<file path="config.mk">
export PLATFORM = sky130hd
export DESIGN_NAME = rmq_front
export DESIGN_NICKNAME = d
export VERILOG_FILES = /design/src/rmq_pkg.sv /design/src/rmq_front.sv
export SDC_FILE = /design/constraint.sdc
export NUM_CORES = 1
export LEC_CHECK = 0
export BUFFER_PORTS_ARGS = -buffer_cell sky130_fd_sc_hd__buf_2
export CAP_MARGIN = 30
export CORE_ASPECT_RATIO = 0.5
export CORE_MARGIN = 2
export CORE_UTILIZATION = 45
export DETAILED_ROUTE_END_ITERATION = 16
export MAX_ROUTING_LAYER = met4
export PLACE_DENSITY = 0.66
export SLEW_MARGIN = 20
export SYNTH_ARGS = -nofsm -noshare
export SYNTH_HDL_FRONTEND = slang
export SYNTH_SLANG_ARGS = --single-unit
</file>
<file path="constraint.sdc">
create_clock -name clock -period 4.2 [get_ports clock]
set_input_delay 0 -clock clock [delete_from_list [all_inputs] [get_ports clock]]
set_output_delay 0 -clock clock [all_outputs]
set_load 0.01 [all_outputs]
</file>
<file path="src/rmq_pkg.sv">
// Package for the rotation matrix to quaternion block.
// Word widths, derived arithmetic widths and the types shared by all modules.
// Depends on nothing.
package rmq_pkg;

   localparam int WORD_WIDTH = 16;
   localparam int FRAC_BITS  = WORD_WIDTH - 2;
   localparam int LANES      = 3;

   // Signed radicand: three words plus one, with headroom.
   localparam int RAD_WIDTH  = WORD_WIDTH + 3;
   // Square root operand: positive radicand shifted up by the fraction bits.
   localparam int SQIN_WIDTH = RAD_WIDTH - 1 + FRAC_BITS;
   localparam int ROOT_WIDTH = (SQIN_WIDTH + 1) / 2;
   // Off-diagonal sums and differences.
   localparam int DIFF_WIDTH = WORD_WIDTH + 1;
   // Dividend: magnitude shifted by FRAC_BITS+1, plus four times the half root.
   localparam int NUM_WIDTH  = DIFF_WIDTH + FRAC_BITS + 2;
   // Divisor is eight times the half root.
   localparam int DV_WIDTH   = ROOT_WIDTH + 3;
   // One quotient bit beyond the word flags an overflow.
   localparam int QUOT_WIDTH = WORD_WIDTH + 1;
   localparam int REM_WIDTH  = (NUM_WIDTH > DV_WIDTH + WORD_WIDTH) ?
                               NUM_WIDTH : DV_WIDTH + WORD_WIDTH;

   typedef logic signed [WORD_WIDTH-1:0] word_type;
   typedef logic signed [DIFF_WIDTH-1:0] diff_type;

   typedef enum logic [1:0] {
      DOM_X = 2'd0,
      DOM_Y = 2'd1,
      DOM_Z = 2'd2,
      DOM_W = 2'd3
   } dom_type;

   typedef struct packed {
      dom_type                dom;
      logic                   degen;
      diff_type [LANES-1:0]   diff;
   } side_type;

   typedef struct packed {
      dom_type                dom;
      logic                   degen;
      logic [LANES-1:0]       neg;
      logic [ROOT_WIDTH-1:0]  half;
   } quot_info_type;

   typedef logic [LANES-1:0][QUOT_WIDTH-1:0] quot_vec_type;

endpackage

</file>
<file path="src/rmq_front.sv">
// Front stage: trace, branch selection, radicand and off-diagonal terms.
// Uses rmq_pkg for widths and the side-band type.
module rmq_front
   import rmq_pkg::*;
(
   input  logic                  clock,
   input  logic                  reset,
   input  logic                  in_valid,
   output logic                  in_stall,
   input  word_type              in_m00,
   input  word_type              in_m01,
   input  word_type              in_m02,
   input  word_type              in_m10,
   input  word_type              in_m11,
   input  word_type              in_m12,
   input  word_type              in_m20,
   input  word_type              in_m21,
   input  word_type              in_m22,
   output logic                  out_valid,
   input  logic                  out_stall,
   output logic [SQIN_WIDTH-1:0] out_sqin,
   output side_type              out_side
);

   logic signed [RAD_WIDTH-1:0] e00, e11, e22, trace, one, rad;
   side_type                    side_in, side_ff;
   logic [SQIN_WIDTH-1:0]       sqin_in, sqin_ff;
   logic                        valid_ff, ready;

   function automatic diff_type add_w(word_type a, word_type b);
      return DIFF_WIDTH'(a) + DIFF_WIDTH'(b);
   endfunction

   function automatic diff_type sub_w(word_type a, word_type b);
      return DIFF_WIDTH'(a) - DIFF_WIDTH'(b);
   endfunction

   always_comb begin
      e00   = RAD_WIDTH'(in_m00);
      e11   = RAD_WIDTH'(in_m11);
      e22   = RAD_WIDTH'(in_m22);
      one   = RAD_WIDTH'(1) <<< FRAC_BITS;
      trace = e00 + e11 + e22;
      side_in.degen = 1'b0;
      if (trace >= 0) begin
         side_in.dom     = DOM_W;
         rad             = trace + one;
         side_in.diff[0] = sub_w(in_m21, in_m12);
         side_in.diff[1] = sub_w(in_m02, in_m20);
         side_in.diff[2] = sub_w(in_m10, in_m01);
      end else if ((in_m11 > in_m00 && in_m22 > in_m11) ||
                   (!(in_m11 > in_m00) && in_m22 > in_m00)) begin
         side_in.dom     = DOM_Z;
         rad             = e22 - e00 - e11 + one;
         side_in.diff[0] = add_w(in_m20, in_m02);
         side_in.diff[1] = add_w(in_m12, in_m21);
         side_in.diff[2] = sub_w(in_m10, in_m01);
      end else if (in_m11 > in_m00) begin
         side_in.dom     = DOM_Y;
         rad             = e11 - e22 - e00 + one;
         side_in.diff[0] = add_w(in_m01, in_m10);
         side_in.diff[1] = add_w(in_m12, in_m21);
         side_in.diff[2] = sub_w(in_m02, in_m20);
      end else begin
         side_in.dom     = DOM_X;
         rad             = e00 - e11 - e22 + one;
         side_in.diff[0] = add_w(in_m01, in_m10);
         side_in.diff[1] = add_w(in_m20, in_m02);
         side_in.diff[2] = sub_w(in_m21, in_m12);
      end
      // A radicand of zero or below goes through as zero and is masked at the end.
      if (rad[RAD_WIDTH-1] || rad == '0) begin
         side_in.degen = 1'b1;
         sqin_in       = '0;
      end else begin
         sqin_in = {rad[RAD_WIDTH-2:0], FRAC_BITS'(0)};
      end
   end

   assign ready = !valid_ff || !out_stall;

   always_ff @(posedge clock) begin
      if (reset) begin
         valid_ff <= 1'b0;
      end else if (ready) begin
         valid_ff <= in_valid;
      end
      if (ready && in_valid) begin
         side_ff <= side_in;
         sqin_ff <= sqin_in;
      end
   end

   assign in_stall  = !ready;
   assign out_valid = valid_ff;
   assign out_sqin  = sqin_ff;
   assign out_side  = side_ff;

endmodule

</file>
# After elaboration in Yosys (flattened, before gate mapping)
# Cells that the tools add are included.
# totals
input_bits	148
word_cells	52
register_bits	87
out_inout_bits	88
# op_classes
add_sub_neg	18
n_reduce_logical	12
mux	9
n_lt_le_gt_ge	4
# op_table
op	count
51-bit 2-to-1 mux	3
16-bit by 16-bit subtractor with 17-bit output	6
18-bit by 16-bit adder with 19-bit output, second input constant	4
16-bit by 16-bit adder with 17-bit output	4
19-bit 2-to-1 mux	3
17-bit by 16-bit subtractor with 18-bit output	3
16-bit greater-than comparator	3
19-bit logical NOT	1
17-bit by 16-bit adder with 18-bit output	1
18-bit by 1-bit >= comparator with 1-bit output, second input constant	1
1-bit logical NOT	4
1-bit logical AND	3
1-bit logical OR	3
1-bit 2-to-1 mux	3
2-bit OR reduction	1

# Depth between registers and ports, before layout
# depth
word_depth	9
depth_mapped	20
mapped_depth_nobuf	20

# Least setup slack after synthesis
# Ideal clock, no wire load.
# synth_timing
kind	register to register
startpoint	register valid_ff (netlist: out_valid)
endpoint	register side_ff, in the netlist out_side[0], enable pin
arrival_ns	3.727
path_stages_with_launch	3
required_time_ns	3.689
path_slack_ns	-0.038
path_buffers	0
path_cell_list	dfxtp_1 -> and2_1 -> nor2b_1
# synth_via
elab_chain_len	3
# synth_rtl
element	line_no	rtl
from (decl)	rmq_front.sv:28	logic valid_ff, ready;
from (signal assigned)	rmq_front.sv:86	valid_ff <= in_valid;
1-bit logical NOT	rmq_front.sv:80	assign ready = !valid_ff || !out_stall;
1-bit logical OR	rmq_front.sv:80	
1-bit logical AND	rmq_front.sv:88	if (ready && in_valid) begin
to (signal assigned)	rmq_front.sv:89	side_ff <= side_in;
to (decl)	rmq_front.sv:26	side_type side_in, side_ff;
# Every way passes these cells.
# A chain may end at the register's enable or synchronous reset.

==> run summary <==
Synth area leaders: ha_1 25%, edfxtp_1 15%, fa_1 9.9%
Top delay family on crit path: compound AO/OA/AOI/OAI gates
Max Cap Violations: 0
# IOs: 236
Setup violators final: 0
Worst Skew: 9.70 ps
Share of cells above drive strength 1: 0.211
Sink Count: 73
WS Path Type: in -> reg
Vias per cell: 5.28
Finished Cell Area: 18000 sq um
Max stage delay on crit path: 470 ps
Residual DRC: 0
Main combinational cell family by area after synthesis: adder cells
Flop-to-flop setup slack: 2680 ps
First-pass GRT wire length: 69.9 mm
Asr flop ratio synth: 0
Gate Count Post-Synth: 1757
Synth Area in XOR/XNOR: 0.0717
Setup tns final: 0 ps
I/O Buffers: 221
Number of synthesized flops with an enable pin: 72
# rows: 47
Core ar.: 32800 sq um
Seq/Total Area, Yosys: 0.146
Filler Cell Count: 3123
Die area: 34700 sq um
DRT iter0 DRCs: 968
Adder-cell share of the synthesized area: 0.351
Worst-Margin Slew: 846 ps
Power per cell area: 345 nW/um^2
Die Wd: 261 microns
Critical Path AT: 4190 ps
Clk root buf: clkbuf_16
Mux contribution to synthesized area: 0.0194
Area taken by multi-input logic gates: 11800 sq um
Post-Route Utilization: 0.548
Crit path buffers/inverters: 2
Post-DP HPWL: 37.2 mm
Synth warn: 0
Final hold violations: 0
Grt total ovfl: 0
Via Count: 13500
Outcome: finished clean
Simple-gate share of the synthesized area: 0.135
Syn_area_per_cell: 8.48 sq um
ANT nets after route: 0
RSZ-0062 raised after global routing: false
Static Leak: 8.86 nW
Yosys top cell by area: ha_1
Cell Area, Synth: 14900 sq um
WL final: 44.0 mm
Minimum clock period: 3960 ps
Clock-pin slew on the worst setup and hold paths: 60 ps
VDD IR max: 0.182 mV
CP max FO: 2
Hold WC Path Type: in -> reg
Hold slack: 201 ps
Fmax: 252 MHz
CTS buffer count: 9
Relative slew slack: 0.428
Syn-to-layout area delta: 20.7%
Critical Path Sink Type: flop
Power after layout: 6.21 mW
Post-synthesis compound-gate area fraction: 0.203
Yosys top cell area share: 0.252
Register Area: 2180 sq um
Clk_lat worst skew: 350 ps
Final worst slack: 237 ps
Layout Cells excl Fill: 2551
Placed cells: 2532
Max Slew Vio Count: 0
Top_reg_cell synth: edfxtp_1
Largest net degree at the start of global routing: 73
Initial antenna violation count: 0
CTS tree: done
Worst endpoint required time: 4420 ps
Dpl ws: -272 ps
GRT Total Usage: 0.263
Placed inst area: 17600 sq um
Unique masters post-synth: 78
Starting Density: 0.454
CP cell instances: buf_2, fa_1, ha_1, fa_2, a21oi_2, o211ai_1, a31oi_1, a21oi_2, a31oi_1, xnor2_1, inv_1, ha_1, nor2_1, nand2_1, nor4_2, a41oi_1, or3b_1, a2111oi_2, a21o_1
Number of nets in the layout: 2627
DR WL/cell: 17.2 microns
GPL Wtd Cong: 1.01
Drt pass-1 iters: 5
H-tree depth: 3
Number of global-route vias before repair: 13200
Crit-path slowest cell: fa_1
Startpoint types: input port
Antenna Diode Count: 0
Clk buf depth: 2
Yosys reg bits: 73
Period utilisation layout: 0.944
Die Height: 133 microns
## tightest hold or removal path, cell delays in order
cell     delay [ps]
buf_2           130
ha_1            160
o21ai_0          90
## cell families after synthesis
| group | count (synthesis) |
|---|---|
| compound gates | 462 |
| flops | 73 |
| fa+ha+maj | 374 |
| xor+xnor | 122 |
| simple gates | 424 |
| mux | 28 |
| buf+inv | 273 |
| other cells | 1 |
## layout make-up
cell class / count / area share
multi-input cells: 1424 / 0.654
flip-flops and latches: 73 / 0.121
inverters: 209 / 0.0436
repair buffers: 388 / 0.135
well taps: 441 / 0.0307
clock buffers: 9 / 0.0125
clock inverters: 7 / 0.00292
## cell usage after synthesis (7+ instances only)
cell type	n
and3_1	10
o21ai_0	79
mux2i_1	21
o21ai_1	9
a311o_1	7
buf_4	14
o21a_1	19
fa_1	74
nand3_1	24
a21o_1	34
and2_1	8
nor3_1	37
a211oi_1	24
nand2_1	103
or3_1	11
nand2b_1	15
nor2b_1	33
mux2_2	7
clkbuf_1	35
a31oi_1	19
xor2_1	29
nor4_1	9
o31ai_1	15
ha_1	300
edfxtp_1	72
nor2_1	145
xnor2_1	93
o21bai_1	27
o211ai_1	22
buf_2	9
a21oi_1	139
a221oi_1	8
inv_1	208
## repair_timing
| action | CTS | global route |
|---|---|---|
| setup buffers | 0 | 0 |
| hold endpoints to repair | 1 | 0 |
| hold buffers | 2 | 0 |
| endpoints found under the setup margin | 0 | 3 |
| gates resized for setup | 0 | 14 |
## layout by cell type, fill, tap and decap left out, types with 15 or more instances in the layout
cell      count
a21oi_1     136
o211ai_1     22
nor3_1       37
nand2_1     103
buf_2       221
buf_4       160
o21bai_1     27
mux2i_1      20
a31oi_1      18
nor2b_1      32
xnor2_1      93
nand2b_1     15
o21a_1       19
nand3_1      24
edfxtp_1     72
nor2_1      145
xor2_1       29
o21ai_0      76
a21o_1       33
o31ai_1      15
ha_1        300
fa_1         73
inv_1       208
a211oi_1     23
## report_power, final
part / switching [mW] / internal [mW]
logic: 2.47 / 1.85
clock network: 0.347 / 0.403
registers: 0.0708 / 1.07
## metal layers
metal,global-route usage,vias to the layer above,wire length (microns),share of wire
met2,0.433,369,20900,0.48
li1,-,6765,-,-
met1,0.356,6276,20100,0.46
met3,0.0115,56,1910,0.043
met5,-,-,0,0
met4,0.0688,0,1010,0.023
## flip-flops by register name, summed over array words and instances (netlist names)
signal     count
out_valid      1
out_sqin      18
out_side      54
## final timing paths
check	startpoint	to	cells past startpoint
max	in_m00[1]	out_side[51]	19
min	in_m01[0]	out_side[34]	3
max reg2reg	out_valid	out_side[16]	4
min reg2reg	out_valid	out_side[52]	3
Power figures use the tool's default switching activity.
