File: config.mk
export PLATFORM = sky130hd
export DESIGN_NAME = rmq_sqrt
export DESIGN_NICKNAME = d
export VERILOG_FILES = /design/src/rmq_pkg.sv /design/src/rmq_sqrt.sv
export SDC_FILE = /design/constraint.sdc
export NUM_CORES = 1
export LEC_CHECK = 0
export BUFFER_PORTS_ARGS = -buffer_cell sky130_fd_sc_hd__buf_2
export CORE_ASPECT_RATIO = 1.4
export CORE_UTILIZATION = 62
export DETAILED_ROUTE_END_ITERATION = 6
export PLACE_DENSITY = 0.85
export SKIP_LAST_GASP = 1
export SLEW_MARGIN = 20
export SYNTH_ARGS = -nofsm -noshare
export SYNTH_HDL_FRONTEND = slang
export SYNTH_SLANG_ARGS = --single-unit
File: constraint.sdc
create_clock -name clock -period 13.7 [get_ports clock]
set_clock_uncertainty 0.05 [all_clocks]
set_input_delay 2.74 -clock clock [delete_from_list [all_inputs] [get_ports clock]]
set_output_delay 2.74 -clock clock [all_outputs]
set_load 0.03 [all_outputs]
File: src/rmq_pkg.sv
// Package for the rotation matrix to quaternion block.
// Word widths, derived arithmetic widths and the types shared by all modules.
// Depends on nothing.
package rmq_pkg;

   localparam int WORD_WIDTH = 16;
   localparam int FRAC_BITS  = WORD_WIDTH - 2;
   localparam int LANES      = 3;

   // Signed radicand: three words plus one, with headroom.
   localparam int RAD_WIDTH  = WORD_WIDTH + 3;
   // Square root operand: positive radicand shifted up by the fraction bits.
   localparam int SQIN_WIDTH = RAD_WIDTH - 1 + FRAC_BITS;
   localparam int ROOT_WIDTH = (SQIN_WIDTH + 1) / 2;
   // Off-diagonal sums and differences.
   localparam int DIFF_WIDTH = WORD_WIDTH + 1;
   // Dividend: magnitude shifted by FRAC_BITS+1, plus four times the half root.
   localparam int NUM_WIDTH  = DIFF_WIDTH + FRAC_BITS + 2;
   // Divisor is eight times the half root.
   localparam int DV_WIDTH   = ROOT_WIDTH + 3;
   // One quotient bit beyond the word flags an overflow.
   localparam int QUOT_WIDTH = WORD_WIDTH + 1;
   localparam int REM_WIDTH  = (NUM_WIDTH > DV_WIDTH + WORD_WIDTH) ?
                               NUM_WIDTH : DV_WIDTH + WORD_WIDTH;

   typedef logic signed [WORD_WIDTH-1:0] word_type;
   typedef logic signed [DIFF_WIDTH-1:0] diff_type;

   typedef enum logic [1:0] {
      DOM_X = 2'd0,
      DOM_Y = 2'd1,
      DOM_Z = 2'd2,
      DOM_W = 2'd3
   } dom_type;

   typedef struct packed {
      dom_type                dom;
      logic                   degen;
      diff_type [LANES-1:0]   diff;
   } side_type;

   typedef struct packed {
      dom_type                dom;
      logic                   degen;
      logic [LANES-1:0]       neg;
      logic [ROOT_WIDTH-1:0]  half;
   } quot_info_type;

   typedef logic [LANES-1:0][QUOT_WIDTH-1:0] quot_vec_type;

endpackage

File: src/rmq_sqrt.sv
// Pipelined floor square root, one result bit per register stage.
// Uses rmq_pkg for widths and the side-band type carried alongside.
module rmq_sqrt
   import rmq_pkg::*;
(
   input  logic                  clock,
   input  logic                  reset,
   input  logic                  in_valid,
   output logic                  in_stall,
   input  logic [SQIN_WIDTH-1:0] in_sqin,
   input  side_type              in_side,
   output logic                  out_valid,
   input  logic                  out_stall,
   output logic [ROOT_WIDTH-1:0] out_root,
   output side_type              out_side
);

   localparam int STAGES      = ROOT_WIDTH;
   localparam int TRIAL_WIDTH = 2 * ROOT_WIDTH + 1;

   logic                  valid_ff [STAGES];
   logic [SQIN_WIDTH-1:0] rem_ff   [STAGES];
   logic [ROOT_WIDTH-1:0] root_ff  [STAGES];
   side_type              side_ff  [STAGES];
   logic                  src_valid[STAGES];
   logic [SQIN_WIDTH-1:0] src_rem  [STAGES];
   logic [ROOT_WIDTH-1:0] src_root [STAGES];
   side_type              src_side [STAGES];
   logic                  ready    [STAGES+1];

   assign ready[STAGES] = !out_stall;

   generate
      for (genvar k = 0; k < STAGES; k++) begin : g_stage
         localparam int BIT = STAGES - 1 - k;
         logic [TRIAL_WIDTH-1:0] rem_x, trial;
         logic [SQIN_WIDTH-1:0]  rem_in;
         logic [ROOT_WIDTH-1:0]  root_in;

         if (k == 0) begin : g_first
            assign src_valid[k] = in_valid;
            assign src_rem[k]   = in_sqin;
            assign src_root[k]  = '0;
            assign src_side[k]  = in_side;
         end else begin : g_next
            assign src_valid[k] = valid_ff[k-1];
            assign src_rem[k]   = rem_ff[k-1];
            assign src_root[k]  = root_ff[k-1];
            assign src_side[k]  = side_ff[k-1];
         end

         assign ready[k] = !valid_ff[k] || ready[k+1];

         // Setting bit BIT grows the square by root*2^(BIT+1) + 2^(2*BIT); the
         // two terms never overlap, so an OR forms the sum.
         always_comb begin
            rem_x = TRIAL_WIDTH'(src_rem[k]);
            trial = (TRIAL_WIDTH'(src_root[k]) << (BIT + 1)) |
                    (TRIAL_WIDTH'(1) << (2 * BIT));
            if (rem_x >= trial) begin
               rem_in  = SQIN_WIDTH'(rem_x - trial);
               root_in = src_root[k] | (ROOT_WIDTH'(1) << BIT);
            end else begin
               rem_in  = src_rem[k];
               root_in = src_root[k];
            end
         end

         always_ff @(posedge clock) begin
            if (reset) begin
               valid_ff[k] <= 1'b0;
            end else if (ready[k]) begin
               valid_ff[k] <= src_valid[k];
            end
            if (ready[k] && src_valid[k]) begin
               rem_ff[k]  <= rem_in;
               root_ff[k] <= root_in;
               side_ff[k] <= src_side[k];
            end
         end
      end
   endgenerate

   assign in_stall  = !ready[0];
   assign out_valid = valid_ff[STAGES-1];
   assign out_root  = root_ff[STAGES-1];
   assign out_side  = side_ff[STAGES-1];

endmodule

## Word level (Yosys, flattened, before mapping)

Memories as Yosys holds them, arrays and structs flattened.
Index checks and enable logic that the tools add are counted.

| word-level totals | value |
|---|---|
| memories | 4 |
| word-level logic and storage cells | 232 |
| input port bits | 90 |
| output and inout bits | 72 |
| memory bits (writable) | 1,648 |
| register bits after elaboration | 0 |

Memories:

| memory | words | bits a word | read ports | clocked after memory_dff | wr ports | line | text |
|---|---|---|---|---|---|---|---|
| side_ff | 16 | 54 | 16 | 0 | 16 | rmq_sqrt.sv:24 | `side_type side_ff [STAGES];` |
| rem_ff | 16 | 32 | 15 | 0 | 16 | rmq_sqrt.sv:22 | `logic [SQIN_WIDTH-1:0] rem_ff [STAGES];` |
| root_ff | 16 | 16 | 16 | 0 | 16 | rmq_sqrt.sv:23 | `logic [ROOT_WIDTH-1:0] root_ff [STAGES];` |
| valid_ff | 16 | 1 | 16 | 0 | 16 | rmq_sqrt.sv:21 | `logic valid_ff [STAGES];` |

| operators by class | value |
|---|---|
| add/subtract/negate cells | 16 |
| bitwise operators | 16 |
| mux-type cells | 130 |
| reductions and logical operators | 50 |
| order comparisons | 16 |

Operator list:

| kind | number |
|---|---|
| $mux W32 | 16 |
| $mux W1 | 99 |
| $ge A32 B17 Y1 | 1 |
| $ge A32 B18 Y1 | 1 |
| $ge A32 B19 Y1 | 1 |
| $ge A32 B20 Y1 | 1 |
| $ge A32 B21 Y1 | 1 |
| $ge A32 B22 Y1 | 1 |
| $ge A32 B23 Y1 | 1 |
| $ge A32 B24 Y1 | 1 |
| $ge A32 B25 Y1 | 1 |
| $ge A32 B26 Y1 | 1 |
| $ge A32 B27 Y1 | 1 |
| $ge A32 B28 Y1 | 1 |
| $ge A32 B29 Y1 | 1 |
| $ge A32 B30 Y1 | 1 |
| $ge A32 B31 Y1 | 1 |
| $ge A32 B31 Y1 const B | 1 |
| $sub A32 B17 Y32 | 1 |
| $sub A32 B18 Y32 | 1 |
| $sub A32 B19 Y32 | 1 |
| $sub A32 B20 Y32 | 1 |
| $sub A32 B21 Y32 | 1 |
| $sub A32 B22 Y32 | 1 |
| 29 further kinds | 91 |

## Depth between registers and ports, before layout

An unclocked memory read counts as a cell.

| logic depth | value |
|---|---|
| word-level depth | 22 |
| depth in mapped cells | 11 |
| mapped depth without buffers | 9 |

## Least setup slack after synthesis

OpenSTA, ideal clock, no wires.

| timing path | value |
|---|---|
| path type | input port to flip-flop |
| start point | in out_stall |
| end point | mem rem_ff[1][0] in the netlist's numbering (enable) |
| setup time | 0.696 ns |
| cell stages on the path | 5 |
| arrival time | 10.012 ns |
| path buffers | 0 |
| slack | 2.943 ns |
| data required time | 12.954 ns |
| cells stage by stage | nand4_1 nor2_1 nand3_1 nor2_1 a21boi_0 |

RTL lines:

| what | line | text |
|---|---|---|
| from (decl) | rmq_sqrt.sv:13 | `input logic out_stall,` |
| to (decl) | rmq_sqrt.sv:22 |  |

## Worst setup path after layout

| timing path | value |
|---|---|
| start point | in out_stall |
| end point | out in_stall |

| between the ends | value |
|---|---|
| word-level cells in the longest chain between the ends | 18 |

RTL lines:

| what | line | text |
|---|---|---|
| $logic_not A1 Y1 | rmq_sqrt.sv:31 | `assign ready[STAGES] = !out_stall;` |
| $logic_or A1 B1 Y1 (16 in series) | rmq_sqrt.sv:52 | `assign ready[k] = !valid_ff[k] \|\| ready[k+1];` |
| $logic_not A1 Y1 | rmq_sqrt.sv:84 | `assign in_stall = !ready[0];` |
| to (decl) | rmq_sqrt.sv:9 | `output logic in_stall,` |

Every way passes these cells.

==> qor.yml <==
setup_path:
  rr_startpoint: "rem_ff[1][138]$_DFFE_PP_"
  worst_r2r_path_depth: 8
  crit_path_start_kind: "input pin"
  path_max_fanout: 6
  slowest_delay_ns: 0.60
  reg2reg_to: "rem_ff[1][191]$_DFFE_PP_"
  reg2reg_slack_ns: 9.75
  cp.arrival_ns: 5.27
  worstSetupPathType: "in2out"
  critPathCaptureType: "primary output"
  crit_required_ns: 10.91
  crit_slowest_cell: "nor3_1"
  crit_chain: "buf_2 -> nand4_1 -> nor2_1 -> nand4_1 -> nor3_1 -> and3_1 -> and2_1 -> buf_2"
synthesis:
  synth_cell_type_count: 81
  synth_area_mm2: 0.0562
  synth_flop_cell: "edfxtp_1"
  synth_area_leaders: "edfxtp_1, ha_1, xnor2_1"
  synth-seq-area-share: 0.799
  synthArstFlopShare: 0
  syn-num-nets: 3451
  yosysTopAreaCell: "edfxtp_1"
  ys_seq_elements: 1496
  yosysWarnings: 0
  synth.avg_cell_area_um2: 17.5
  synth_cells: 3211
  synth_top_area_frac: 0.799
  synth-edff-count: 1496
cts:
  cts_tree: "yes"
  clk_latency_ns: 0.75
  clock_path_buffers: 3
  hold_buffers: 0
  post_cts_resized: 0
  clk_pin_slew_ns: 0.06
  cts_buffers: 131
  clock-root-buffer: "clkbuf_16"
  cts_sinks: 1496
  htreeDepth: 4
  post_cts_buffers: 0
final_layout:
  antennaDiodeCount: 0
  final_nets: 3679
  final_common_cell: "edfxtp_1"
  drive_gt1_frac: 0.130
  layout_common_cells: "edfxtp_1, inv_1, buf_2, ha_1, clkbuf_16"
  areaGrowthSynthToFinish_pct: 11.4
timing:
  slew_viol_final: 0
  max_clock_freq_mhz: 124
  finalSetupTns_ns: 0
  hold_viol_final: 0
  whs_ns: 0.357
  tightest_slew_ns: 1.09
  setup_viol: 0
  rsz0062_at_grt: "no"
  fin_crit_sh: 0.589
  relSlewSlack: 0.272
  fin_crit_ns: 8.06
global_routing:
  grt_overflow_total: 0
  first_global_vias: 27600
  grt_first_pass_wirelength_um: 144000
  antenna_found_initial: 0
  grt.total_usage: 0.207
  grt_max_degree: 97
min_path:
  holdCritStartpoint: "side_ff[1][282]$_DFFE_PP_"
  min_path_type: "reg2reg"
  min_to: "side_ff[1][336]$_DFFE_PP_"
  min_path_cells: 0
floorplanning:
  die_y_um: 358
  die_w_um: 256
  rows: 130
  die_area_mm2: 0.0919
  ios: 162
  core_mm2: 0.0898
  start_util: 0.626
placement:
  hpwl_um: 61900
  port-buffer-count: 161
  gp_congestion: 0.965
route:
  drc: 0
  num_vias: 26800
  ant_nets: 0
  wl_per_cell_um: 19.8
  viasPerCell: 5.67
  first_iter_violations: 1627
  wl_um: 93500
  firstDrtPassIters: 5
power_and_ir_drop:
  ir_drop_v: 0.000156
  powerDensity_mw_per_mm2: 140
  p_leak_nw: 21.2
run:
  drv_cap: 0
status:
  status: "completed"
## cells in the mapped netlist (all sizes together), types with 6 or more instances
cell	count
inv	186
o21a	36
o21ai	114
xor2	90
a21boi	10
a31oi	19
ha	150
edfxtp	1496
mux2	26
or3	24
a211oi	16
nor3	54
nand4	28
o31ai	13
and3	10
nor3b	10
nor2b	33
a21o	22
nand4b	10
nor4	81
o211ai	6
a21oi	124
nor2	132
nand3	32
nand2b	35
nand3b	9
nor4b	12
buf	65
and2	10
xnor2	106
or4	15
o21bai	6
or2	14
nand2	123
clkbuf	23
## logic make-up (layout without fill, tap and decap cells)
family / count (synthesis) / count (layout) / synth area share
DFF: 1496 / 1496 / 0.799
and+or+nand+nor: 652 / 652 / 0.0626
adders and majority gates: 150 / 150 / 0.0334
AOI/OAI and AO/OA: 413 / 413 / 0.0457
xor gates and xnor gates: 196 / 196 / 0.0305
buffers and inverters: 274 / 604 / 0.0227
muxes: 30 / 30 / 0.00592
## stage by stage
step	setup WS, ns	instance area (µm²)	util	power, mW	cells
after CTS	5.62	62600	0.697	8.85	4728
final	5.64	62600	0.698	8.78	4729
after global placement	5.74	58200	0.649	5.21	4493
after global routing	5.44	62600	0.698	9.01	4729
after floorplan	2.94	56200	-	5.18	3211
after detailed placement	5.66	58200	0.649	5.21	4493
## metal layers
| layer | GRT usage | vias up | wire length, µm |
|---|---|---|---|
| met5 | 0 | - | 0 |
| met4 | 0.110 | 0 | 4400 |
| met3 | 0.0346 | 244 | 3170 |
| met2 | 0.423 | 772 | 54900 |
| met1 | 0.189 | 13100 | 31000 |
| li1 | - | 12700 | - |
## power breakdown
group / internal (mW) / total (mW) / switching [mW]
clock network: 2.06 / 3.67 / 1.60
logic: 0.0269 / 0.0722 / 0.0452
registers: 5.03 / 5.04 / 0.0189
## worst max path at each step
| stage | start | end | slack, ns | cells past startpoint |
|---|---|---|---|---|
| 3_5_place_dp | out_stall | in_stall | 5.66 | 8 |
| 3_3_place_gp | out_stall | in_stall | 5.74 | 8 |
| 2_1_floorplan | out_stall | rem_ff[1][0]$_DFFE_PP_ | 2.94 | 5 |
| 4_1_cts | out_stall | in_stall | 5.62 | 8 |
| 6_report | out_stall | in_stall | 5.64 | 8 |
| 5_1_grt | out_stall | in_stall | 5.44 | 8 |
## sequential cells by signal, summed over array words and instances (netlist names)
register,flops
valid_ff,16
side_ff,864
rem_ff,480
root_ff,136
## critical path: cells and delay by family
| kind | cells | cell delay, ns |
|---|---|---|
| buffers and inverters | 2 | 0.32 |
| AND/OR/NAND/NOR | 6 | 2.20 |
## layout make-up
class / instances / area (µm²)
tap: 1188 / 1490
multi-input combinational: 1441 / 10200
fill: 5336 / 27100
timing repair buffer: 183 / 998
sequential: 1496 / 44900
inverter: 186 / 698
clock inverter: 87 / 976
clock buffer: 148 / 3360
Power figures use the tool's default switching activity.
