[src/rmq_pkg.sv]
// Package for the rotation matrix to quaternion block.
// Word widths, derived arithmetic widths and the types shared by all modules.
// Depends on nothing.
package rmq_pkg;

   localparam int WORD_WIDTH = 16;
   localparam int FRAC_BITS  = WORD_WIDTH - 2;
   localparam int LANES      = 3;

   // Signed radicand: three words plus one, with headroom.
   localparam int RAD_WIDTH  = WORD_WIDTH + 3;
   // Square root operand: positive radicand shifted up by the fraction bits.
   localparam int SQIN_WIDTH = RAD_WIDTH - 1 + FRAC_BITS;
   localparam int ROOT_WIDTH = (SQIN_WIDTH + 1) / 2;
   // Off-diagonal sums and differences.
   localparam int DIFF_WIDTH = WORD_WIDTH + 1;
   // Dividend: magnitude shifted by FRAC_BITS+1, plus four times the half root.
   localparam int NUM_WIDTH  = DIFF_WIDTH + FRAC_BITS + 2;
   // Divisor is eight times the half root.
   localparam int DV_WIDTH   = ROOT_WIDTH + 3;
   // One quotient bit beyond the word flags an overflow.
   localparam int QUOT_WIDTH = WORD_WIDTH + 1;
   localparam int REM_WIDTH  = (NUM_WIDTH > DV_WIDTH + WORD_WIDTH) ?
                               NUM_WIDTH : DV_WIDTH + WORD_WIDTH;

   typedef logic signed [WORD_WIDTH-1:0] word_type;
   typedef logic signed [DIFF_WIDTH-1:0] diff_type;

   typedef enum logic [1:0] {
      DOM_X = 2'd0,
      DOM_Y = 2'd1,
      DOM_Z = 2'd2,
      DOM_W = 2'd3
   } dom_type;

   typedef struct packed {
      dom_type                dom;
      logic                   degen;
      diff_type [LANES-1:0]   diff;
   } side_type;

   typedef struct packed {
      dom_type                dom;
      logic                   degen;
      logic [LANES-1:0]       neg;
      logic [ROOT_WIDTH-1:0]  half;
   } quot_info_type;

   typedef logic [LANES-1:0][QUOT_WIDTH-1:0] quot_vec_type;

endpackage

[src/rmq_div.sv]
// Rounds the root to the dominant component and divides the three off-diagonal
// terms by it in three restoring divider lanes, one quotient bit per stage.
// Uses rmq_pkg for widths and the side-band types.
module rmq_div
   import rmq_pkg::*;
(
   input  logic                  clock,
   input  logic                  reset,
   input  logic                  in_valid,
   output logic                  in_stall,
   input  logic [ROOT_WIDTH-1:0] in_root,
   input  side_type              in_side,
   output logic                  out_valid,
   input  logic                  out_stall,
   output quot_vec_type          out_quot,
   output quot_info_type         out_info
);

   localparam int STAGES = QUOT_WIDTH;

   typedef logic [LANES-1:0][REM_WIDTH-1:0] rem_vec_type;

   // Preparation stage
   logic                  prep_valid_ff, prep_ready;
   rem_vec_type           prep_rem_in, prep_rem_ff;
   logic [DV_WIDTH-1:0]   prep_dv_in, prep_dv_ff;
   quot_info_type         prep_info_in, prep_info_ff;
   logic [ROOT_WIDTH:0]   root_inc;
   logic [DIFF_WIDTH-1:0] mag [LANES];

   // Divider stages
   logic                  valid_ff [STAGES];
   rem_vec_type           rem_ff   [STAGES];
   quot_vec_type          quot_ff  [STAGES];
   logic [DV_WIDTH-1:0]   dv_ff    [STAGES];
   quot_info_type         info_ff  [STAGES];
   logic                  src_valid[STAGES];
   rem_vec_type           src_rem  [STAGES];
   quot_vec_type          src_quot [STAGES];
   logic [DV_WIDTH-1:0]   src_dv   [STAGES];
   quot_info_type         src_info [STAGES];
   logic                  ready    [STAGES+1];

   always_comb begin
      // Half root, rounded to nearest with ties upward.
      root_inc               = {1'b0, in_root} + (ROOT_WIDTH + 1)'(1);
      prep_info_in.half      = root_inc[ROOT_WIDTH:1];
      prep_info_in.dom       = in_side.dom;
      prep_info_in.degen     = in_side.degen;
      prep_dv_in             = {prep_info_in.half, 3'b000};
      for (int l = 0; l < LANES; l++) begin
         prep_info_in.neg[l] = in_side.diff[l][DIFF_WIDTH-1];
         mag[l]              = prep_info_in.neg[l] ? -in_side.diff[l] : in_side.diff[l];
         // Adding half the divisor rounds the quotient to nearest.
         prep_rem_in[l]      = REM_WIDTH'((NUM_WIDTH'(mag[l]) << (FRAC_BITS + 1)) +
                                          (NUM_WIDTH'(prep_info_in.half) << 2));
      end
   end

   assign prep_ready = !prep_valid_ff || ready[0];

   always_ff @(posedge clock) begin
      if (reset) begin
         prep_valid_ff <= 1'b0;
      end else if (prep_ready) begin
         prep_valid_ff <= in_valid;
      end
      if (prep_ready && in_valid) begin
         prep_rem_ff  <= prep_rem_in;
         prep_dv_ff   <= prep_dv_in;
         prep_info_ff <= prep_info_in;
      end
   end

   assign ready[STAGES] = !out_stall;

   generate
      for (genvar k = 0; k < STAGES; k++) begin : g_stage
         localparam int BIT = STAGES - 1 - k;
         logic [REM_WIDTH-1:0] sub;
         rem_vec_type          rem_in;
         quot_vec_type         quot_in;

         if (k == 0) begin : g_first
            assign src_valid[k] = prep_valid_ff;
            assign src_rem[k]   = prep_rem_ff;
            assign src_quot[k]  = '0;
            assign src_dv[k]    = prep_dv_ff;
            assign src_info[k]  = prep_info_ff;
         end else begin : g_next
            assign src_valid[k] = valid_ff[k-1];
            assign src_rem[k]   = rem_ff[k-1];
            assign src_quot[k]  = quot_ff[k-1];
            assign src_dv[k]    = dv_ff[k-1];
            assign src_info[k]  = info_ff[k-1];
         end

         assign ready[k] = !valid_ff[k] || ready[k+1];

         // When the top bit is set the quotient is out of range and saturates,
         // so the lower bits need not be exact.
         always_comb begin
            sub = REM_WIDTH'(src_dv[k]) << BIT;
            for (int l = 0; l < LANES; l++) begin
               quot_in[l] = src_quot[k][l];
               if (src_rem[k][l] >= sub) begin
                  rem_in[l]       = src_rem[k][l] - sub;
                  quot_in[l][BIT] = 1'b1;
               end else begin
                  rem_in[l] = src_rem[k][l];
               end
            end
         end

         always_ff @(posedge clock) begin
            if (reset) begin
               valid_ff[k] <= 1'b0;
            end else if (ready[k]) begin
               valid_ff[k] <= src_valid[k];
            end
            if (ready[k] && src_valid[k]) begin
               rem_ff[k]  <= rem_in;
               quot_ff[k] <= quot_in;
               dv_ff[k]   <= src_dv[k];
               info_ff[k] <= src_info[k];
            end
         end
      end
   endgenerate

   assign in_stall  = !prep_ready;
   assign out_valid = valid_ff[STAGES-1];
   assign out_quot  = quot_ff[STAGES-1];
   assign out_info  = info_ff[STAGES-1];

endmodule
[config.mk]
export PLATFORM = sky130hd
export DESIGN_NAME = rmq_div
export DESIGN_NICKNAME = d
export VERILOG_FILES = /design/src/rmq_pkg.sv /design/src/rmq_div.sv
export SDC_FILE = /design/constraint.sdc
export NUM_CORES = 2
export LEC_CHECK = 0
export BUFFER_PORTS_ARGS = -buffer_cell sky130_fd_sc_hd__buf_2
export CAP_MARGIN = 30
export CORE_AREA = 3 3 489 491
export CTS_BUF_LIST = sky130_fd_sc_hd__clkbuf_4
export DETAILED_ROUTE_END_ITERATION = 6
export DIE_AREA = 0 0 492 494
export GPL_ROUTABILITY_DRIVEN = 0
export MAX_ROUTING_LAYER = met4
export PLACE_DENSITY = 0.65
export SLEW_MARGIN = 10
export SYNTH_ARGS = -nofsm -noshare
export SYNTH_HDL_FRONTEND = slang
export SYNTH_SLANG_ARGS = --single-unit
[constraint.sdc]
create_clock -name clock -period 27.5 [get_ports clock]
set_clock_uncertainty 0.2 [all_clocks]
set_input_delay 6.875 -clock clock [delete_from_list [all_inputs] [get_ports clock]]
set_output_delay 6.875 -clock clock [all_outputs]
set_load 0.01 [all_outputs]
== Yosys cells after proc, flatten, opt, wreduce, memory -nomap -nowiden ==
Memory sizes are Yosys's and may differ from the RTL's.
Cells that the tools add are included.
Cells by class
  bitwise logic cells: 17
  reduce and logical (&&, ||, !) cells: 56
  multiplexer cells: 209
  multiply operators: 0
  shift operators: 0
  add/sub/neg operators: 58
  equality and inequality tests: 0
  div/mod/pow operators: 0
  order comparisons: 51
Operators with widths (count)
  $mux W35: 51
  $mux W1: 155
  $ge A35 B19 Y1: 3
  $ge A35 B20 Y1: 3
  $ge A35 B21 Y1: 3
  $ge A35 B22 Y1: 3
  $ge A35 B23 Y1: 3
  $ge A35 B24 Y1: 3
  $ge A35 B25 Y1: 3
  $ge A35 B26 Y1: 3
  $ge A35 B27 Y1: 3
  $ge A35 B28 Y1: 3
  $ge A35 B29 Y1: 3
  $ge A35 B30 Y1: 3
  $ge A35 B31 Y1: 3
  $ge A35 B32 Y1: 3
  $ge A35 B33 Y1: 3
  $ge A35 B34 Y1: 3
  $ge A35 B35 Y1: 3
  $sub A35 B19 Y35: 3
  $sub A35 B20 Y35: 3
  $sub A35 B21 Y35: 3
  $sub A35 B22 Y35: 3
  $sub A35 B23 Y35: 3
  other kinds (20): 119
Storage, ports and cells
  flip-flop bits (word level): 128
  ROM bits: 0
  input bits: 74
  bits in writable memories: 3366
  latch bits: 0
  memories kept: 5
Memories
  rem_ff: depth 17, width 105, rd ports 16, clocked after Yosys merged registers in 0, write ports 17, RTL line rmq_div.sv:33  | rem_vec_type rem_ff [STAGES];
  quot_ff: depth 17, width 51, rd ports 17, clocked after Yosys merged registers in 0, write ports 17, RTL line rmq_div.sv:34  | quot_vec_type quot_ff [STAGES];
  info_ff: depth 17, width 22, rd ports 17, clocked after Yosys merged registers in 0, write ports 17, RTL line rmq_div.sv:36  | quot_info_type info_ff [STAGES];
  dv_ff: depth 17, width 19, rd ports 16, clocked after Yosys merged registers in 0, write ports 17, RTL line rmq_div.sv:35  | logic [DV_WIDTH-1:0] dv_ff [STAGES];
  valid_ff: depth 17, width 1, rd ports 17, clocked after Yosys merged registers in 0, write ports 17, RTL line rmq_div.sv:32  | logic valid_ff [STAGES];

== Depth between registers and ports, before layout ==
An unclocked memory read counts as a cell.
  word-level depth: 23
  gate-level depth with buffers: 15
  gate-level depth less buffers: 14

== Worst setup path before layout ==
OpenSTA, ideal clock, no wires.
  path type: input to register
  start point: input port out_stall
  end point: memory info_ff[0][176] (netlist bit) (enable)
  data arrival time: 16.259 ns
  stages: 5
  buffers on the path: 0
  setup slack: 10.253 ns
  path through: nand4_1 nor2_1 and2_1 and3_1 a21boi_0
RTL lines
  start, declared: RTL line rmq_div.sv:14  | input logic out_stall,
  end, declared: RTL line rmq_div.sv:36

== Worst setup path in the final report ==
  start point: input port out_stall
  end point: output port in_stall
On the way
  cells in the longest elaborated chain, start to end: 20
Ends and longest elaborated chain
  $logic_not A1 Y1: RTL line rmq_div.sv:75  | assign ready[STAGES] = !out_stall;
  $logic_or A1 B1 Y1 (17 in a row): RTL line rmq_div.sv:98  | assign ready[k] = !valid_ff[k] || ready[k+1];
  $logic_or A1 B1 Y1: RTL line rmq_div.sv:60  | assign prep_ready = !prep_valid_ff || ready[0];
  $logic_not A1 Y1: RTL line rmq_div.sv:131  | assign in_stall = !prep_ready;
  end, declared: RTL line rmq_div.sv:10  | output logic in_stall,
Every way passes these cells.

==> summary.txt <==
Worst setup path
  – CP max FO: 6
  – Setup crit end kind: output pin
  – Cell breakdown of the critical path: buf_2 > nand4_1 > nor2_1 > and2_1 > and4_1 > nand3_1 > nor2_1 > and3_1 > buf_2
  – Critical path type: in -> out
  – Worst path required time: 20420 ps
  – Critical Path Source Type: primary input
  – CP arrival: between 9000 and 10000 ps
  – Critical Path Max Stage Delay: 480 ps
  – Buf+Inv Stages, Crit Path: 2
  – Slowest CP cell: and4_1
  – Crit-path leading delay family: simple AND/OR/NAND/NOR gates

Synthesis
  – Ys Warns: 0
  – Post-synthesis sequential area ratio: 53.4%
  – Yosys cell types: 93
  – Register bit total from synthesis: 2085
  – Post-synth EDFFs: 2084
  – Most used DFF post-synth: edfxtp_1
  – Largest family of logic cells by synthesized area: compound AO/OA/AOI/OAI gates
  – Simple-gate share of the synthesized area: 12.8%
  – Synth Area in Compound Gates: 12.8%
  – Adder-cell area share of the yosys netlist: 9.38%
  – Post-synthesis mux area share: 1.97%
  – Post-synth ARST share: 0%
  – Cell area after synthesis: 117000 µm²
  – Syn Area/Cell: ~11 µm²
  – Xor and xnor area share after synthesis: just over 7%
  – Cells after synthesis: 10307

Floorplan
  – Core footprint: ~240000 µm²
  – DIE HEIGHT: 494 µm
  – Die X: 492 µm
  – DIE AREA: 243000 µm²
  – Initial core utilization: 49.9%
  – Row Count: 178
  – IO Count: about 150

Clocking
  – CTS Sinks: approximately 2100
  – Clock Latency Late Sink: 1340 ps
  – Clk buf depth: 4
  – # resized after CTS: 0
  – TritonCTS clock tree: done
  – Number of buffers created by CTS: ~560
  – # hold bufs at CTS: 0
  – Clock root buffer: clkbuf_4
  – Worst-path clk slew: 60 ps
  – H-tree depth: 6
  – # Post-CTS Setup Buffers: 0

Timing
  – RSZ-0062 raised after global routing: false
  – Final Slew Violations: 0
  – Final Cycle Share: 58.8%
  – Max Fclk: 61.8 MHz
  – Worst-margin pin slew: 923 ps
  – Number of setup violations in the final report: 0
  – Setup TNS: 0 ps
  – Endpoints failing hold: 0
  – Final worst path period need: 16180 ps
  – Worst rel slew slack: between 30% and 40%

Global routing
  – GRT Overall Usage: roughly 25%
  – Initial antenna violation count: 7
  – Grt total ovfl: 0
  – Largest net degree at the start of global routing: 80
  – Vias in the first global route: 82393
  – First-pass GRT wire length: 456000 µm

Layout
  – Layout area overhead: 10.0%
  – Commonest non-fill, non-tap cell in the layout: edfxtp_1
  – Layout cells sized above 1: 12.5%
  – Commonest cells after routing, fill and taps aside: edfxtp_1 (2084), ha_1 (798), clkbuf_4 (794)
  – Nets: 11832
  – Final Core Density: 54.9%

Routing
  – Avg WL per Cell: about 21 µm
  – Drt first pass iters: 6
  – Initial DRC count: roughly 6500
  – Via count: 83774
  – ANT nets after route: 0
  – Total Wirelength: roughly 300000 µm
  – DRC violations left: 0
  – Vias per Instance: 5.80

Job
  – Total of max-cap violations: 0

Placed design
  – Port Buffers: 148
  – DP HPWL: 229000 µm

Pwr
  – Peak supply drop: just under 0.04 mV
  – Pleak: 47.4 nW
  – Power Dens Cells: 50.4 nW/µm²

Outcome
  – Status: complete, no violations

Hold path
  – HP Class: reg -> reg
path summary, 6_finish.rpt:
check	cells after the start	slack, ps	startpoint	end
setup / recovery	9	11320	out_stall	in_stall
hold / removal	0	170	quot_ff[0][701]	quot_ff[0][752]
setup reg to reg	12	22420	info_ff[0][205]	rem_ff[0][1067]
hold reg to reg	0	170	quot_ff[0][701]	quot_ff[0][752]
state kept, by name (all words and copies together) (netlist names):
name / cells
rem_ff: 1158
prep_info_ff: 6
valid_ff: 17
prep_rem_ff: 54
prep_dv_ff: 16
info_ff: 374
quot_ff: 459
prep_valid_ff: 1
cell type report:
| type | count | area [µm²] |
|---|---|---|
| Tap cell | 3150 | 3940 |
| Clock inverter | 145 | 932 |
| Sequential cell | 2085 | 62600 |
| Timing Repair Buffer | 230 | 1460 |
| Antenna cell | 18 | 45.0 |
| Multi-Input combinational cell | 7494 | 52100 |
| Clock buffer | 794 | 5960 |
| Inverter | 537 | 2020 |
| Fill cell | 20047 | 106000 |
per-layer routing:
layer	share of wire (%)	track usage [%]	vias to the layer above	wire (µm)
li1	-	-	40016	-
met3	5.4	4.06	741	16000
met1	40	28.0	40106	117000
met2	51	42.4	2911	150000
met4	4.4	10.7	0	13000
met5	0	-	-	0
kinds of logic after synthesis:
kind of cell | Yosys count
compound gates | 2435
xor+xnor | 970
fa+ha+maj | 849
buf+inv | 730
flops | 2085
mux | 208
other cells | 1
simple gates | 3029
per-stage QoR:
step	power, W	hold slack (ps)	instances	setup WS [ps]	instance area, µm²
floorplan	0.00379	200	10309	10250	117000
global placement	0.00387	201	13483	11330	122000
detailed placement	0.00388	205	13487	11320	122000
CTS	0.00660	157	14426	11320	129000
global route	0.00681	154	14450	11080	129000
finish	0.00651	167	14453	11320	129000
Yosys cell counts (88+ instances only):
master,number,area (µm²)
a21o_1,264,1980
nand3_1,171,856
nand2_1,763,2860
mux2_2,172,1940
nor2_1,741,2780
nor4_1,149,932
xnor2_1,481,4210
nor3_1,281,1410
clkbuf_1,150,563
inv_1,530,1990
xor2_1,489,4280
o21ai_0,695,3480
ha_1,798,9980
edfxtp_1,2084,62600
a21oi_1,709,3550
o31ai_1,88,661
o21a_1,131,983
or3_1,122,763
nand4_1,106,663
nand2b_1,149,932
nor2b_1,175,1090
where the power goes:
part | internal (W) | total [W] | switching (W)
Sequential | 0.00349 | 0.00352 | 0.0000254
Combinational | 0.000125 | 0.000294 | 0.000169
Clock | 0.00145 | 0.00269 | 0.00125
Note: power is estimated with default switching activity, not from simulation.
